## src/rtl/lsps_pkg.sv

```systemverilog
// Package for the line sensor PD steering block: types, register indexes,
// microcode words and the sensor pattern table. No dependencies.
`default_nettype none
package lsps_pkg;

    localparam int unsigned PatW   = 8;
    localparam int unsigned DutyW  = 10;
    localparam int unsigned AngleW = 5;
    localparam int unsigned HoldW  = 9;
    localparam int unsigned CfgIdxW = 3;
    localparam int unsigned CfgDatW = 10;
    localparam int unsigned StepW  = 3;
    localparam int unsigned OpndW  = 14;
    localparam int unsigned AccW   = 18;
    localparam int unsigned SumW   = 19;

    localparam logic [DutyW-1:0]  DutyMax  = 10'd1023;
    localparam logic signed [AngleW-1:0] BarAngle = 5'sd10;

    localparam logic [PatW-1:0] PatBarA = 8'h81;
    localparam logic [PatW-1:0] PatBarB = 8'hC3;
    localparam logic [PatW-1:0] PatBarC = 8'h00;

    localparam logic [CfgIdxW-1:0] REG_BASE_SPEED   = 3'd0;
    localparam logic [CfgIdxW-1:0] REG_PROP_GAIN    = 3'd1;
    localparam logic [CfgIdxW-1:0] REG_DERIV_GAIN   = 3'd2;
    localparam logic [CfgIdxW-1:0] REG_STEER_GAIN   = 3'd3;
    localparam logic [CfgIdxW-1:0] REG_BAR_HOLD_LEN = 3'd4;

    localparam logic [StepW-1:0] STEP_IDLE  = 3'd0;
    localparam logic [StepW-1:0] STEP_PROP  = 3'd1;
    localparam logic [StepW-1:0] STEP_DERIV = 3'd2;
    localparam logic [StepW-1:0] STEP_STEER = 3'd3;
    localparam logic [StepW-1:0] STEP_EMIT  = 3'd4;

    localparam logic [1:0] GSEL_PROP  = 2'd0;
    localparam logic [1:0] GSEL_DERIV = 2'd1;
    localparam logic [1:0] GSEL_STEER = 2'd2;

    localparam logic [1:0] OSEL_NEG_ANGLE = 2'd0;
    localparam logic [1:0] OSEL_DIFF      = 2'd1;
    localparam logic [1:0] OSEL_ACC       = 2'd2;

    typedef struct packed {
        logic [DutyW-1:0] base_speed;
        logic [5:0]       prop_gain;
        logic [5:0]       deriv_gain;
        logic [3:0]       steer_gain;
        logic [HoldW-1:0] bar_hold_len;
    } t_cfg;

    typedef struct packed {
        logic             accept;
        logic             emit;
        logic             mul_en;
        logic             acc_add;
        logic [1:0]       gsel;
        logic [1:0]       osel;
        logic [StepW-1:0] ok_step;
        logic [StepW-1:0] wait_step;
    } t_uword;

    typedef struct packed {
        logic       in_fire;
        logic       out_fire;
        logic       mul_en;
        logic       acc_add;
        logic [1:0] gsel;
        logic [1:0] osel;
    } t_ctrl;

    function automatic t_uword ucode(input logic [StepW-1:0] step);
        t_uword w;
        w = '0;
        case (step)
            STEP_IDLE: begin
                w.accept    = 1'b1;
                w.ok_step   = STEP_PROP;
                w.wait_step = STEP_IDLE;
            end
            STEP_PROP: begin
                w.mul_en  = 1'b1;
                w.gsel    = GSEL_PROP;
                w.osel    = OSEL_NEG_ANGLE;
                w.ok_step = STEP_DERIV;
            end
            STEP_DERIV: begin
                w.mul_en  = 1'b1;
                w.acc_add = 1'b1;
                w.gsel    = GSEL_DERIV;
                w.osel    = OSEL_DIFF;
                w.ok_step = STEP_STEER;
            end
            STEP_STEER: begin
                w.mul_en  = 1'b1;
                w.gsel    = GSEL_STEER;
                w.osel    = OSEL_ACC;
                w.ok_step = STEP_EMIT;
            end
            STEP_EMIT: begin
                w.accept    = 1'b1;
                w.emit      = 1'b1;
                w.ok_step   = STEP_PROP;
                w.wait_step = STEP_IDLE;
            end
            default: begin
                w.ok_step   = STEP_IDLE;
                w.wait_step = STEP_IDLE;
            end
        endcase
        return w;
    endfunction

    // {known, angle}
    function automatic logic [AngleW:0] pattern_angle(input logic [PatW-1:0] p);
        logic [AngleW:0] r;
        case (p)
            8'hFE:   r = {1'b1, 5'sd12};
            8'hFC:   r = {1'b1, 5'sd10};
            8'hFD:   r = {1'b1, 5'sd9};
            8'hF9:   r = {1'b1, 5'sd7};
            8'hFB:   r = {1'b1, 5'sd5};
            8'hF3:   r = {1'b1, 5'sd3};
            8'hF7:   r = {1'b1, 5'sd2};
            8'hE7:   r = {1'b1, 5'sd0};
            8'hEF:   r = {1'b1, -5'sd2};
            8'hCF:   r = {1'b1, -5'sd3};
            8'hDF:   r = {1'b1, -5'sd5};
            8'h9F:   r = {1'b1, -5'sd7};
            8'hBF:   r = {1'b1, -5'sd9};
            8'h3F:   r = {1'b1, -5'sd10};
            8'h7F:   r = {1'b1, -5'sd12};
            default: r = '0;
        endcase
        return r;
    endfunction

endpackage
`default_nettype wire

```

## src/rtl/lsps_ifs.sv

```systemverilog
// Valid/ready channel interfaces for the sensor, result and config ports.
// Depends on lsps_pkg for field widths.
`default_nettype none
interface lsps_in_if;
    logic                      valid;
    logic                      ready;
    logic [lsps_pkg::PatW-1:0] sensor_pattern;
    modport source (output valid, output sensor_pattern, input ready);
    modport sink (input valid, input sensor_pattern, output ready);
endinterface

interface lsps_out_if;
    logic                                valid;
    logic                                ready;
    logic [lsps_pkg::DutyW-1:0]          left_duty;
    logic [lsps_pkg::DutyW-1:0]          right_duty;
    logic signed [lsps_pkg::AngleW-1:0]  angle_used;
    logic                                bar_hold;
    modport source (output valid, output left_duty, output right_duty,
                    output angle_used, output bar_hold, input ready);
    modport sink (input valid, input left_duty, input right_duty,
                  input angle_used, input bar_hold, output ready);
endinterface

interface lsps_cfg_if;
    logic                         valid;
    logic                         ready;
    logic [lsps_pkg::CfgIdxW-1:0] index;
    logic [lsps_pkg::CfgDatW-1:0] data;
    modport source (output valid, output index, output data, input ready);
    modport sink (input valid, input index, input data, output ready);
endinterface
`default_nettype wire

```

## src/rtl/lsps_sequencer.sv

```systemverilog
// Step counter and microcode lookup; issues the datapath control word.
// Depends on lsps_pkg for the microcode table and control struct.
`default_nettype none
module lsps_sequencer (
    input  wire logic            i_clk,
    input  wire logic            i_rst_n,
    input  wire logic            i_in_valid,
    input  wire logic            i_out_free,
    output lsps_pkg::t_ctrl      o_ctrl,
    output logic                 o_in_ready
);

    logic [lsps_pkg::StepW-1:0] r_step;
    logic [lsps_pkg::StepW-1:0] n_step;
    lsps_pkg::t_uword           w_word;
    logic                       w_out_stall;
    logic                       w_in_fire;

    assign w_word      = lsps_pkg::ucode(r_step);
    assign w_out_stall = w_word.emit && !i_out_free;
    assign o_in_ready  = w_word.accept && !w_out_stall;
    assign w_in_fire   = o_in_ready && i_in_valid;

    always_comb begin
        o_ctrl.in_fire  = w_in_fire;
        o_ctrl.out_fire = w_word.emit && i_out_free;
        o_ctrl.mul_en   = w_word.mul_en;
        o_ctrl.acc_add  = w_word.acc_add;
        o_ctrl.gsel     = w_word.gsel;
        o_ctrl.osel     = w_word.osel;
    end

    always_comb begin
        if (w_out_stall) begin
            n_step = r_step;
        end else if (w_word.accept && !w_in_fire) begin
            n_step = w_word.wait_step;
        end else begin
            n_step = w_word.ok_step;
        end
    end

    always_ff @(posedge i_clk) begin
        if (!i_rst_n) begin
            r_step <= lsps_pkg::STEP_IDLE;
        end else begin
            r_step <= n_step;
        end
    end

endmodule
`default_nettype wire

```

## src/rtl/lsps_datapath.sv

```systemverilog
// Angle decode, bar hold counter, shared multiplier with accumulator,
// duty saturation and result register. Depends on lsps_pkg.
`default_nettype none
module lsps_datapath (
    input  wire logic                              i_clk,
    input  wire logic                              i_rst_n,
    input  wire lsps_pkg::t_ctrl                   i_ctrl,
    input  wire lsps_pkg::t_cfg                    i_cfg,
    input  wire logic [lsps_pkg::PatW-1:0]         i_pattern,
    input  wire logic                              i_out_ready,
    output logic                                   o_out_free,
    output logic                                   o_out_valid,
    output logic [lsps_pkg::DutyW-1:0]             o_left_duty,
    output logic [lsps_pkg::DutyW-1:0]             o_right_duty,
    output logic signed [lsps_pkg::AngleW-1:0]     o_angle_used,
    output logic                                   o_bar_hold
);

    logic signed [lsps_pkg::AngleW-1:0] r_prev;
    logic signed [lsps_pkg::AngleW:0]   r_diff;
    logic                               r_bar;
    logic [lsps_pkg::HoldW-1:0]         r_hold_count;
    logic signed [lsps_pkg::AccW-1:0]   r_acc;

    logic signed [lsps_pkg::AngleW-1:0] n_angle;
    logic                               n_bar;
    logic [lsps_pkg::HoldW-1:0]         n_hold_count;
    logic [lsps_pkg::AngleW:0]          w_lookup;

    logic [5:0]                         w_gain;
    logic signed [lsps_pkg::OpndW-1:0]  w_opnd;
    logic signed [lsps_pkg::OpndW+6:0]  w_prod;
    logic signed [lsps_pkg::AccW-1:0]   w_prod_t;
    logic signed [lsps_pkg::SumW-1:0]   w_base;
    logic signed [lsps_pkg::SumW-1:0]   w_acc_x;
    logic signed [lsps_pkg::SumW-1:0]   w_left_sum;
    logic signed [lsps_pkg::SumW-1:0]   w_right_sum;

    function automatic logic [lsps_pkg::DutyW-1:0] clamp_duty(
        input logic signed [lsps_pkg::SumW-1:0] v
    );
        logic [lsps_pkg::DutyW-1:0] r;
        if (v < 0) begin
            r = '0;
        end else if (v > $signed({{(lsps_pkg::SumW-lsps_pkg::DutyW){1'b0}},
                                  lsps_pkg::DutyMax})) begin
            r = lsps_pkg::DutyMax;
        end else begin
            r = v[lsps_pkg::DutyW-1:0];
        end
        return r;
    endfunction

    assign w_lookup = lsps_pkg::pattern_angle(i_pattern);

    always_comb begin
        n_hold_count = r_hold_count;
        n_angle      = lsps_pkg::BarAngle;
        n_bar        = 1'b1;
        if (r_hold_count != '0) begin
            if (r_hold_count < i_cfg.bar_hold_len) begin
                n_hold_count = r_hold_count + lsps_pkg::HoldW'(1);
            end else begin
                n_hold_count = '0;
            end
        end else if (i_pattern inside {lsps_pkg::PatBarA, lsps_pkg::PatBarB,
                                       lsps_pkg::PatBarC}) begin
            n_hold_count = {{(lsps_pkg::HoldW-1){1'b0}}, 1'b1};
        end else begin
            n_bar   = 1'b0;
            n_angle = w_lookup[lsps_pkg::AngleW] ?
                      $signed(w_lookup[lsps_pkg::AngleW-1:0]) : '0;
        end
    end

    always_comb begin
        case (i_ctrl.gsel)
            lsps_pkg::GSEL_PROP:  w_gain = i_cfg.prop_gain;
            lsps_pkg::GSEL_DERIV: w_gain = i_cfg.deriv_gain;
            lsps_pkg::GSEL_STEER: w_gain = {2'b00, i_cfg.steer_gain};
            default:              w_gain = '0;
        endcase
        case (i_ctrl.osel)
            lsps_pkg::OSEL_NEG_ANGLE: w_opnd = -lsps_pkg::OpndW'(r_prev);
            lsps_pkg::OSEL_DIFF:      w_opnd = lsps_pkg::OpndW'(r_diff);
            lsps_pkg::OSEL_ACC:       w_opnd = r_acc[lsps_pkg::OpndW-1:0];
            default:                  w_opnd = '0;
        endcase
    end

    assign w_prod   = w_opnd * $signed({1'b0, w_gain});
    assign w_prod_t = w_prod[lsps_pkg::AccW-1:0];

    assign w_base      = $signed({{(lsps_pkg::SumW-lsps_pkg::DutyW){1'b0}}, i_cfg.base_speed});
    assign w_acc_x     = lsps_pkg::SumW'(r_acc);
    assign w_left_sum  = w_base - w_acc_x;
    assign w_right_sum = w_base + w_acc_x;

    assign o_out_free = !o_out_valid || i_out_ready;

    always_ff @(posedge i_clk) begin
        if (!i_rst_n) begin
            r_prev       <= '0;
            r_hold_count <= '0;
            o_out_valid  <= 1'b0;
        end else begin
            if (i_ctrl.in_fire) begin
                r_prev       <= n_angle;
                r_hold_count <= n_hold_count;
            end
            if (i_ctrl.out_fire) begin
                o_out_valid <= 1'b1;
            end else if (i_out_ready) begin
                o_out_valid <= 1'b0;
            end
        end
    end

    always_ff @(posedge i_clk) begin
        if (i_ctrl.in_fire) begin
            r_diff <= (lsps_pkg::AngleW+1)'(r_prev) - (lsps_pkg::AngleW+1)'(n_angle);
            r_bar  <= n_bar;
        end
        if (i_ctrl.mul_en) begin
            r_acc <= i_ctrl.acc_add ? r_acc + w_prod_t : w_prod_t;
        end
        if (i_ctrl.out_fire) begin
            o_left_duty  <= clamp_duty(w_left_sum);
            o_right_duty <= clamp_duty(w_right_sum);
            o_angle_used <= r_prev;
            o_bar_hold   <= r_bar;
        end
    end

endmodule
`default_nettype wire

```

## src/rtl/line_sensor_pd_steering_top.sv

```systemverilog
// Top level of the line sensor PD steering block: config registers and
// channel wiring. Depends on lsps_pkg, lsps_ifs, lsps_sequencer, lsps_datapath.
`default_nettype none
// Each sensor beat yields one result beat with both motor duties, the angle
// used and the bar hold flag. A sensor beat is taken in the cycle the previous
// result is written to the output register, so a new beat waits while an item
// is in the proportional, derivative and steer steps, and an item taken by an
// idle block has its result in the output register once those three products
// (proportional, derivative, steer scale) have run in turn through the one
// shared multiplier. A result held by a stalled sink stops the next beat from
// being taken. Config writes are always ready; write them only while no item
// is in flight.
module line_sensor_pd_steering_top (
    input  wire logic   i_clk,
    input  wire logic   i_rst_n,
    lsps_in_if.sink     i_sensor,
    lsps_out_if.source  o_result,
    lsps_cfg_if.sink    i_cfg
);

    lsps_pkg::t_cfg  r_cfg;
    lsps_pkg::t_ctrl w_ctrl;
    logic            w_in_ready;
    logic            w_out_free;

    assign i_cfg.ready = 1'b1;

    always_ff @(posedge i_clk) begin
        if (!i_rst_n) begin
            r_cfg.base_speed   <= 10'd280;
            r_cfg.prop_gain    <= 6'd7;
            r_cfg.deriv_gain   <= 6'd12;
            r_cfg.steer_gain   <= 4'd2;
            r_cfg.bar_hold_len <= 9'd310;
        end else if (i_cfg.valid) begin
            case (i_cfg.index)
                lsps_pkg::REG_BASE_SPEED:   r_cfg.base_speed   <= i_cfg.data;
                lsps_pkg::REG_PROP_GAIN:    r_cfg.prop_gain    <= i_cfg.data[5:0];
                lsps_pkg::REG_DERIV_GAIN:   r_cfg.deriv_gain   <= i_cfg.data[5:0];
                lsps_pkg::REG_STEER_GAIN:   r_cfg.steer_gain   <= i_cfg.data[3:0];
                lsps_pkg::REG_BAR_HOLD_LEN: r_cfg.bar_hold_len <= i_cfg.data[8:0];
                default: begin
                end
            endcase
        end
    end

    lsps_sequencer u_seq (
        .i_clk      (i_clk),
        .i_rst_n    (i_rst_n),
        .i_in_valid (i_sensor.valid),
        .i_out_free (w_out_free),
        .o_ctrl     (w_ctrl),
        .o_in_ready (w_in_ready)
    );

    assign i_sensor.ready = w_in_ready;

    lsps_datapath u_dp (
        .i_clk        (i_clk),
        .i_rst_n      (i_rst_n),
        .i_ctrl       (w_ctrl),
        .i_cfg        (r_cfg),
        .i_pattern    (i_sensor.sensor_pattern),
        .i_out_ready  (o_result.ready),
        .o_out_free   (w_out_free),
        .o_out_valid  (o_result.valid),
        .o_left_duty  (o_result.left_duty),
        .o_right_duty (o_result.right_duty),
        .o_angle_used (o_result.angle_used),
        .o_bar_hold   (o_result.bar_hold)
    );

endmodule
`default_nettype wire

```

## src/flat_wrapper.sv

```systemverilog
// flat-port wrapper written by rule: the top's interface ports become plain ports
module line_sensor_pd_steering_top_flat 
  (i_clk, i_rst_n, i_sensor_valid, i_sensor_sensor_pattern, i_sensor_ready, o_result_valid, o_result_left_duty, o_result_right_duty, o_result_angle_used, o_result_bar_hold, o_result_ready, i_cfg_valid, i_cfg_index, i_cfg_data, i_cfg_ready);
  lsps_in_if i_sensor_i ();
  lsps_out_if o_result_i ();
  lsps_cfg_if i_cfg_i ();
  input  wire logic i_clk;
  input  wire logic i_rst_n;
  input wire logic [$bits(i_sensor_i.valid)-1:0] i_sensor_valid;
  input wire logic [$bits(i_sensor_i.sensor_pattern)-1:0] i_sensor_sensor_pattern;
  output wire logic [$bits(i_sensor_i.ready)-1:0] i_sensor_ready;
  output wire logic [$bits(o_result_i.valid)-1:0] o_result_valid;
  output wire logic [$bits(o_result_i.left_duty)-1:0] o_result_left_duty;
  output wire logic [$bits(o_result_i.right_duty)-1:0] o_result_right_duty;
  output wire logic [$bits(o_result_i.angle_used)-1:0] o_result_angle_used;
  output wire logic [$bits(o_result_i.bar_hold)-1:0] o_result_bar_hold;
  input wire logic [$bits(o_result_i.ready)-1:0] o_result_ready;
  input wire logic [$bits(i_cfg_i.valid)-1:0] i_cfg_valid;
  input wire logic [$bits(i_cfg_i.index)-1:0] i_cfg_index;
  input wire logic [$bits(i_cfg_i.data)-1:0] i_cfg_data;
  output wire logic [$bits(i_cfg_i.ready)-1:0] i_cfg_ready;
  assign i_sensor_i.valid = i_sensor_valid;
  assign i_sensor_i.sensor_pattern = i_sensor_sensor_pattern;
  assign i_sensor_ready = i_sensor_i.ready;
  assign o_result_valid = o_result_i.valid;
  assign o_result_left_duty = o_result_i.left_duty;
  assign o_result_right_duty = o_result_i.right_duty;
  assign o_result_angle_used = o_result_i.angle_used;
  assign o_result_bar_hold = o_result_i.bar_hold;
  assign o_result_i.ready = o_result_ready;
  assign i_cfg_i.valid = i_cfg_valid;
  assign i_cfg_i.index = i_cfg_index;
  assign i_cfg_i.data = i_cfg_data;
  assign i_cfg_ready = i_cfg_i.ready;
  line_sensor_pd_steering_top u_core (.i_clk(i_clk), .i_rst_n(i_rst_n), .i_sensor(i_sensor_i), .o_result(o_result_i), .i_cfg(i_cfg_i));
endmodule
```

## config.mk

```make
export PLATFORM = sky130hd
export DESIGN_NAME = line_sensor_pd_steering_top_flat
export DESIGN_NICKNAME = d
export VERILOG_FILES = /design/src/rtl/lsps_pkg.sv /design/src/rtl/lsps_ifs.sv /design/src/rtl/lsps_sequencer.sv /design/src/rtl/lsps_datapath.sv /design/src/rtl/line_sensor_pd_steering_top.sv /design/src/flat_wrapper.sv
export SDC_FILE = /design/constraint.sdc
export NUM_CORES = 1
export LEC_CHECK = 0
export ABC_AREA = 0
export BUFFER_PORTS_ARGS = -buffer_cell sky130_fd_sc_hd__buf_4
export CELL_PAD_IN_SITES_DETAIL_PLACEMENT = 2
export CELL_PAD_IN_SITES_GLOBAL_PLACEMENT = 2
export CORE_MARGIN = 2
export CORE_UTILIZATION = 35
export DETAILED_ROUTE_END_ITERATION = 8
export PLACE_DENSITY_LB_ADDON = 0.15
export SLEW_MARGIN = 15
export SYNTH_ARGS = -nofsm -noshare
export SYNTH_HDL_FRONTEND = slang
export SYNTH_SLANG_ARGS = --single-unit
```

## constraint.sdc

```tcl
create_clock -name i_clk -period 7.5 [get_ports i_clk]
set_input_delay 0.375 -clock i_clk [delete_from_list [all_inputs] [get_ports i_clk]]
set_output_delay 0.375 -clock i_clk [all_outputs]
set_load 0.1 [all_outputs]
```

==> results of run 1 <==
[critical path, delay by kind of cell, from the launching register on]
family	cells	cell delay, ps
AOI/OAI and AO/OA	7	1340
and+or+nand+nor	8	970
DFF	1	400
buffers and inverters	5	360
xor gates and xnor gates	3	690
adders and majority gates	7	3020
[power by group through the flow]
stage	Sequential [W]	Clock, W	Combinational, W
3_5_place_dp	0.000868	0	0.00337
2_1_floorplan	0.000820	0	0.00260
3_3_place_gp	0.000864	0	0.00327
6_report	0.000853	0.000489	0.00339
4_1_cts	0.000855	0.000506	0.00340
5_1_grt	0.000869	0.000527	0.00389
[repair_timing]
| item | CTS | global route |
|---|---|---|
| resized for setup | 0 | 15 |
| setup buffers | 0 | 1 |
| setup endpoints to repair | 0 | 7 |
[cell usage after synthesis (8+ instances only)]
cell type / n
o21bai_1: 10
dfxtp_1: 53
and2_1: 10
a31oi_1: 8
edfxtp_1: 51
fa_1: 55
nand4_1: 10
nand2_1: 127
a21oi_1: 81
clkbuf_1: 31
nor3_1: 8
mux2i_1: 24
nand2b_1: 13
o21a_1: 11
ha_1: 91
nor2b_1: 26
inv_1: 123
xor2_1: 18
o21ai_0: 51
a21o_1: 20
xnor2_1: 42
a21boi_0: 15
and3_1: 8
o211ai_1: 11
nor2_1: 112
nand3_1: 19
[flip-flops by register name, summed over array words and instances (netlist names)]
register                  flops
u_core.r_cfg                 35
u_core.u_dp.o_angle_used      5
u_core.u_dp.o_bar_hold        1
u_core.u_dp.o_left_duty      10
u_core.u_dp.o_out_valid       1
u_core.u_dp.o_right_duty     10
u_core.u_dp.r_acc            18
u_core.u_dp.r_bar             1
u_core.u_dp.r_diff            6
u_core.u_dp.r_hold_count      9
u_core.u_dp.r_prev            5
u_core.u_seq.r_step           3
[worst paths after layout]
kind / from / to / cells after the start
setup / recovery: u_core.u_dp.r_prev[3] / u_core.u_dp.r_acc[17] / 30
hold / removal: i_cfg_data[8] / u_core.r_cfg[33] / 3
setup reg to reg: u_core.u_dp.r_prev[3] / u_core.u_dp.r_acc[17] / 30
hold reg to reg: u_core.u_dp.r_bar / u_core.u_dp.o_bar_hold / 0
[cells by family after synthesis]
family	Yosys count
muxes	26
buffers and inverters	164
adders and majority gates	146
xor gates and xnor gates	61
DFF	104
and+or+nand+nor	362
other	1
AOI/OAI and AO/OA	251
[per-stage QoR]
step                      cell area (um2)  hold WS (ps)  total power [W]
after floorplan                      9560           400          0.00342
after global placement              10400           405          0.00413
after detailed placement            10400           412          0.00424
after CTS                           10700           254          0.00476
after global routing                10800           267          0.00528
final                               10800           267          0.00473
[per-layer routing]
layer  part of all wire (%)  global-route usage (%)
met4                   0.90                    3.20
met1                     47                    26.1
met5                      0                       0
met3                    1.7                    2.45
met2                     50                    36.7
[area by class of cell]
type                            instances  area share [%]
Clock buffer                            9            2.09
Tap cell                              341            3.96
Sequential cell                       104            24.1
Clock inverter                          7           0.767
Timing Repair Buffer                   79            5.51
Multi-Input combinational cell        847            59.2
Inverter                              124            4.33
==> impl_metrics.tcl, run 1 <==
set metrics [dict create \
    p_seq_share_pct 18.0 \
    drt_iter0_drc 248 \
    ir_worst_vdd_uv 207 \
    cp-end-kind "register" \
    drtPass1Iterations 4 \
    syn_area_mm2 0.00956 \
    stdcell_count 1511 \
    grt_max_degree 47 \
    yosysTopAreaCell "edfxtp_1" \
    drive_gt1_share_pct 10.6 \
    critPathMaxStageDelay_ps 530 \
    ys_async_sr_fraction_pct 0 \
    layout_commonest_cell "nand2_1" \
    port_buffers 53 \
    wire_per_inst_um 18.4 \
    die_x_um 169 \
    cts_max_path_buffers 2 \
    grt_pass1_wl_mm 46.0 \
    ant_nets 0 \
    clockPowerShare_pct 10.3 \
    core-area_mm2 0.0269 \
    grt_pass1_vias 8629 \
    die_y_um 169 \
    ios 55 \
    synth_warnings 0 \
    swShare_pct 49.2 \
    final_nets 1337 \
    fin_ws_ps 463 \
    track_usage_pct 20.2 \
    setup_violations 0 \
    dieArea_mm2 0.0287 \
    cts_hold_buf 0 \
    synth_simple_gate_area_share_pct 17.4 \
    setup_tns_ps 0 \
    r2r_slack_ps 460 \
    worstMarginPinSlew_ps 967 \
    fillers 3011 \
    area_growth_syn_to_layout_pct 12.5 \
    period_share_pct 93.8 \
    comb_power_share_pct 71.7 \
    crit_fanout 6 \
    cp-start-kind "register" \
    finalCriticalPeriod_ps 7040 \
    multi_input_area_mm2 0.00637 \
    pwr_density_cell_mw_per_mm2 440 \
    crit_type "register to register" \
    cap_viol_max_count 0 \
    seq_area_frac_synth_pct 27.1 \
    synth_mux_area_share_pct 2.75 \
    switching_power_w 0.00233 \
    routed_wl_mm 27.8 \
    pre_cts_ws_ps 161 \
    htreeDepth 3 \
    post_drt_via_cell_ratio 5.25 \
    yosysUniqueCellTypes 72 \
    cts_root_buf "clkbuf_16" \
    cp.arrival_ps 7150 \
    slew_headroom_pct 35.5 \
    hp-class "primary input to register" \
    final_util_pct 40.0 \
    synth_top_family_by_area "adder cells" \
    drv_slew 0 \
    synth_edf_count 51 \
    syn_nets 1287 \
    cts_tree "done" \
    drc 0 \
    synth_fa_ha_area_share_pct 23.4 \
    p_int_w 0.00241 \
    grt_overflow_total 0 \
    syn-mean-instance-area_um2 8.58 \
    synth_xor_area_share_pct 5.74 \
    synth-seq-cells 104 \
    initial_core_util_pct 35.6 \
    num_vias 7937 \
    ys_top_cells_by_area "edfxtp_1 16%, ha_1 12%, fa_1 12%" \
    synth_compound_area_share_pct 16.8 \
    hold_viol 0 \
    finClkSkew_ps 14.0 \
    antenna_found_initial 0 \
    final_cell_mix "127 x nand2_1, 123 x inv_1, 111 x nor2_1" \
    placedCellCount 1494 \
    rows 60 \
    antenna_cells 0 \
    synth_top_cell_area_share_pct 16.0 \
    worst_ep_required_time_ps 7610 \
    fmax_mhz 142 \
    crit_slowest_cell "fa_1" \
    cts.sinks 104 \
    gp_congestion 0.808 \
    syn_inst 1115 \
    numCtsBuffers 9 \
    synth_flop_cell "dfxtp_1" \
    clk_pin_slew_ps 80 \
    clk_latency_ps 360 \
    regArea_mm2 0.00260 \
    leakage_nw 4.85 \
    outcome "completed" \
    post-dp-hpwl_mm 22.7 \
]
Power figures use the tool's default switching activity.
==> run 2: changes to the inputs <==
CORE_MARGIN = 4   (was 2)
==> run 2 against run 1 <==
  * Clock power is 4.9% higher
  * Non-clock buffer count increased by 1
  * Register-to-register slack got worse by 50 ps
  * Worst setup slack got worse by 55 ps
  * Critical path type unchanged
==> impl_metrics.tcl, run 2 (synthesized netlist as in run 1, its figures left out) <==
set metrics [dict create \
    p_int_w 0.00248 \
    antenna_found_initial 0 \
    hp-class "primary input to register" \
    largest_reg_flops 35 \
    finClkSkew_ps 14.8 \
    routed_wl_mm 28.8 \
    grt_max_degree 47 \
    swShare_pct 49.6 \
    clockPowerShare_pct 10.4 \
    port_buffers 53 \
    worst_ep_required_time_ps 7610 \
    wire_per_inst_um 19.1 \
    worstMarginPinSlew_ps 1040 \
    final_nets 1338 \
    clk_latency_ps 370 \
    outcome "completed" \
    setup_violations 0 \
    cts_root_buf "clkbuf_16" \
    drt_iter0_drc 278 \
    cts_max_path_buffers 2 \
    comb_power_share_pct 72.1 \
    core-area_mm2 0.0270 \
    grt_overflow_total 0 \
    layout_commonest_cell "nand2_1" \
    switching_power_w 0.00244 \
    ir_worst_vdd_uv 199 \
    period_share_pct 94.6 \
    ant_nets 0 \
    crit_fanout 8 \
    initial_core_util_pct 35.5 \
    post_drt_via_cell_ratio 5.27 \
    track_usage_pct 19.2 \
    fillers 3009 \
    rr_startpoint "u_core.u_seq.r_step[0]" \
    whs_ps 235 \
    regArea_mm2 0.00260 \
    p_seq_share_pct 17.5 \
    drc 0 \
    rows 60 \
    reg2reg_depth 26 \
    pwr_density_cell_mw_per_mm2 455 \
    finalCriticalPeriod_ps 7090 \
    hp-start "i_cfg_data[8]" \
    fmax_mhz 141 \
    cts.sinks 104 \
    reg_top3 "u_core.r_cfg x35, u_core.u_dp.r_acc x18" \
    r2r_slack_ps 410 \
    drv_slew 0 \
    grt_pass1_vias 8759 \
    final_cell_mix "127 x nand2_1, 123 x inv_1, 111 x nor2_1" \
    multi_input_area_mm2 0.00640 \
    die_y_um 173 \
    cp-end-kind "register" \
    num_vias 7971 \
    leakage_nw 4.87 \
    area_growth_syn_to_layout_pct 13.0 \
    htreeDepth 3 \
    grt_setup_unrepaired "no" \
    clk_pin_slew_ps 90 \
    hold_path_depth 3 \
    hold-path-endpoint "u_core.r_cfg[33]" \
    post-dp-hpwl_mm 23.2 \
    cp-start-kind "register" \
    cts_hold_buf 0 \
    setup_tns_ps 0 \
    slew_headroom_pct 30.5 \
    gp_congestion 0.826 \
    hold_viol 0 \
    r2r_end "u_core.u_dp.r_acc[17]" \
    grt_pass1_wl_mm 47.0 \
    drive_gt1_share_pct 11.0 \
    largest-register "u_core.r_cfg" \
    antenna_cells 0 \
    cap_viol_max_count 0 \
    dieArea_mm2 0.0300 \
    numCtsBuffers 9 \
    cp.arrival_ps 7210 \
    die_x_um 173 \
    cts_tree "done" \
    drtPass1Iterations 4 \
    crit_type "register to register" \
    ios 55 \
]
## run 2: cell count changes in the layout (fill, tap and decap cells not counted), moves of 2 or more
cell	previous run	this run
inv_8	3	0
a21oi_1	80	78
clkinv_4	0	2
a21oi_2	1	3
## run 2: what timing repair did
action,4_1_cts,5_1_grt
endpoints found under the setup margin,0,6
resized for setup,0,22
buffers inserted,0,2
## run 2: how the worst max path moves through the flow
stage                                start                    end  slack (ps)  cells past startpoint
floorplan           u_core.u_seq.r_step[0]  u_core.u_dp.r_acc[17]          20                     28
global placement     u_core.u_dp.r_prev[1]  u_core.u_dp.r_acc[17]         390                     27
detailed placement   u_core.u_dp.r_prev[1]  u_core.u_dp.r_acc[17]          80                     25
CTS                  u_core.u_dp.r_prev[1]  u_core.u_dp.r_acc[17]          50                     25
global route        u_core.u_seq.r_step[0]  u_core.u_dp.r_acc[17]          10                     29
finish              u_core.u_seq.r_step[0]  u_core.u_dp.r_acc[17]         410                     26
## run 2: critical path: stages (launching register included)
cell	delay (ps)
dfxtp_1	430
buf_4	230
mux2i_2	300
o21a_2	230
nor2_1	90
fa_1	550
inv_1	50
fa_1	470
inv_1	50
fa_1	530
inv_1	50
fa_1	530
inv_1	40
ha_1	350
and3_1	200
a221o_1	350
o21ai_0	190
buf_4	160
xnor2_1	140
ha_1	350
and3_1	230
a31oi_1	230
o221ai_2	170
o41ai_2	330
xnor2_1	160
nand2_1	90
xor3_1	340
## run 2: layer usage
metal | vias to the layer above | track usage [%] | wire length [um]
met5 | - | 0 | 0
met4 | 0 | 3.89 | 409
met3 | 23 | 2.20 | 547
met2 | 68 | 34.3 | 14100
met1 | 3993 | 25.3 | 13700
li1 | 3887 | - | -
## run 2: final cells by class
type,count,share of cell area [%]
clock buffers,9,2.08
clock inverters,7,0.822
inverters,124,4.31
multi-input cells,847,59.2
flip-flops and latches,104,24.0
well taps,341,3.95
repair buffers,80,5.59
## run 2: through the flow
stage,total power (W),cell area (um2),worst slack [ps],utilization (%),std cells
after CTS,0.00480,10700,51.3,39.7,1510
after detailed placement,0.00426,10400,79.4,38.6,1494
final,0.00491,10800,408,40.1,1512
after global routing,0.00545,10800,11.0,40.1,1512
after floorplan,0.00342,9560,22.5,-,1115
after global placement,0.00414,10400,385,38.6,1494
## run 2: power groups by stage
| stage | combinational [W] | clock (W) | sequential [W] |
|---|---|---|---|
| floorplan | 0.00260 | 0 | 0.000820 |
| global placement | 0.00328 | 0 | 0.000866 |
| detailed placement | 0.00339 | 0 | 0.000872 |
| CTS | 0.00342 | 0.000523 | 0.000858 |
| global route | 0.00403 | 0.000548 | 0.000871 |
| finish | 0.00354 | 0.000513 | 0.000858 |
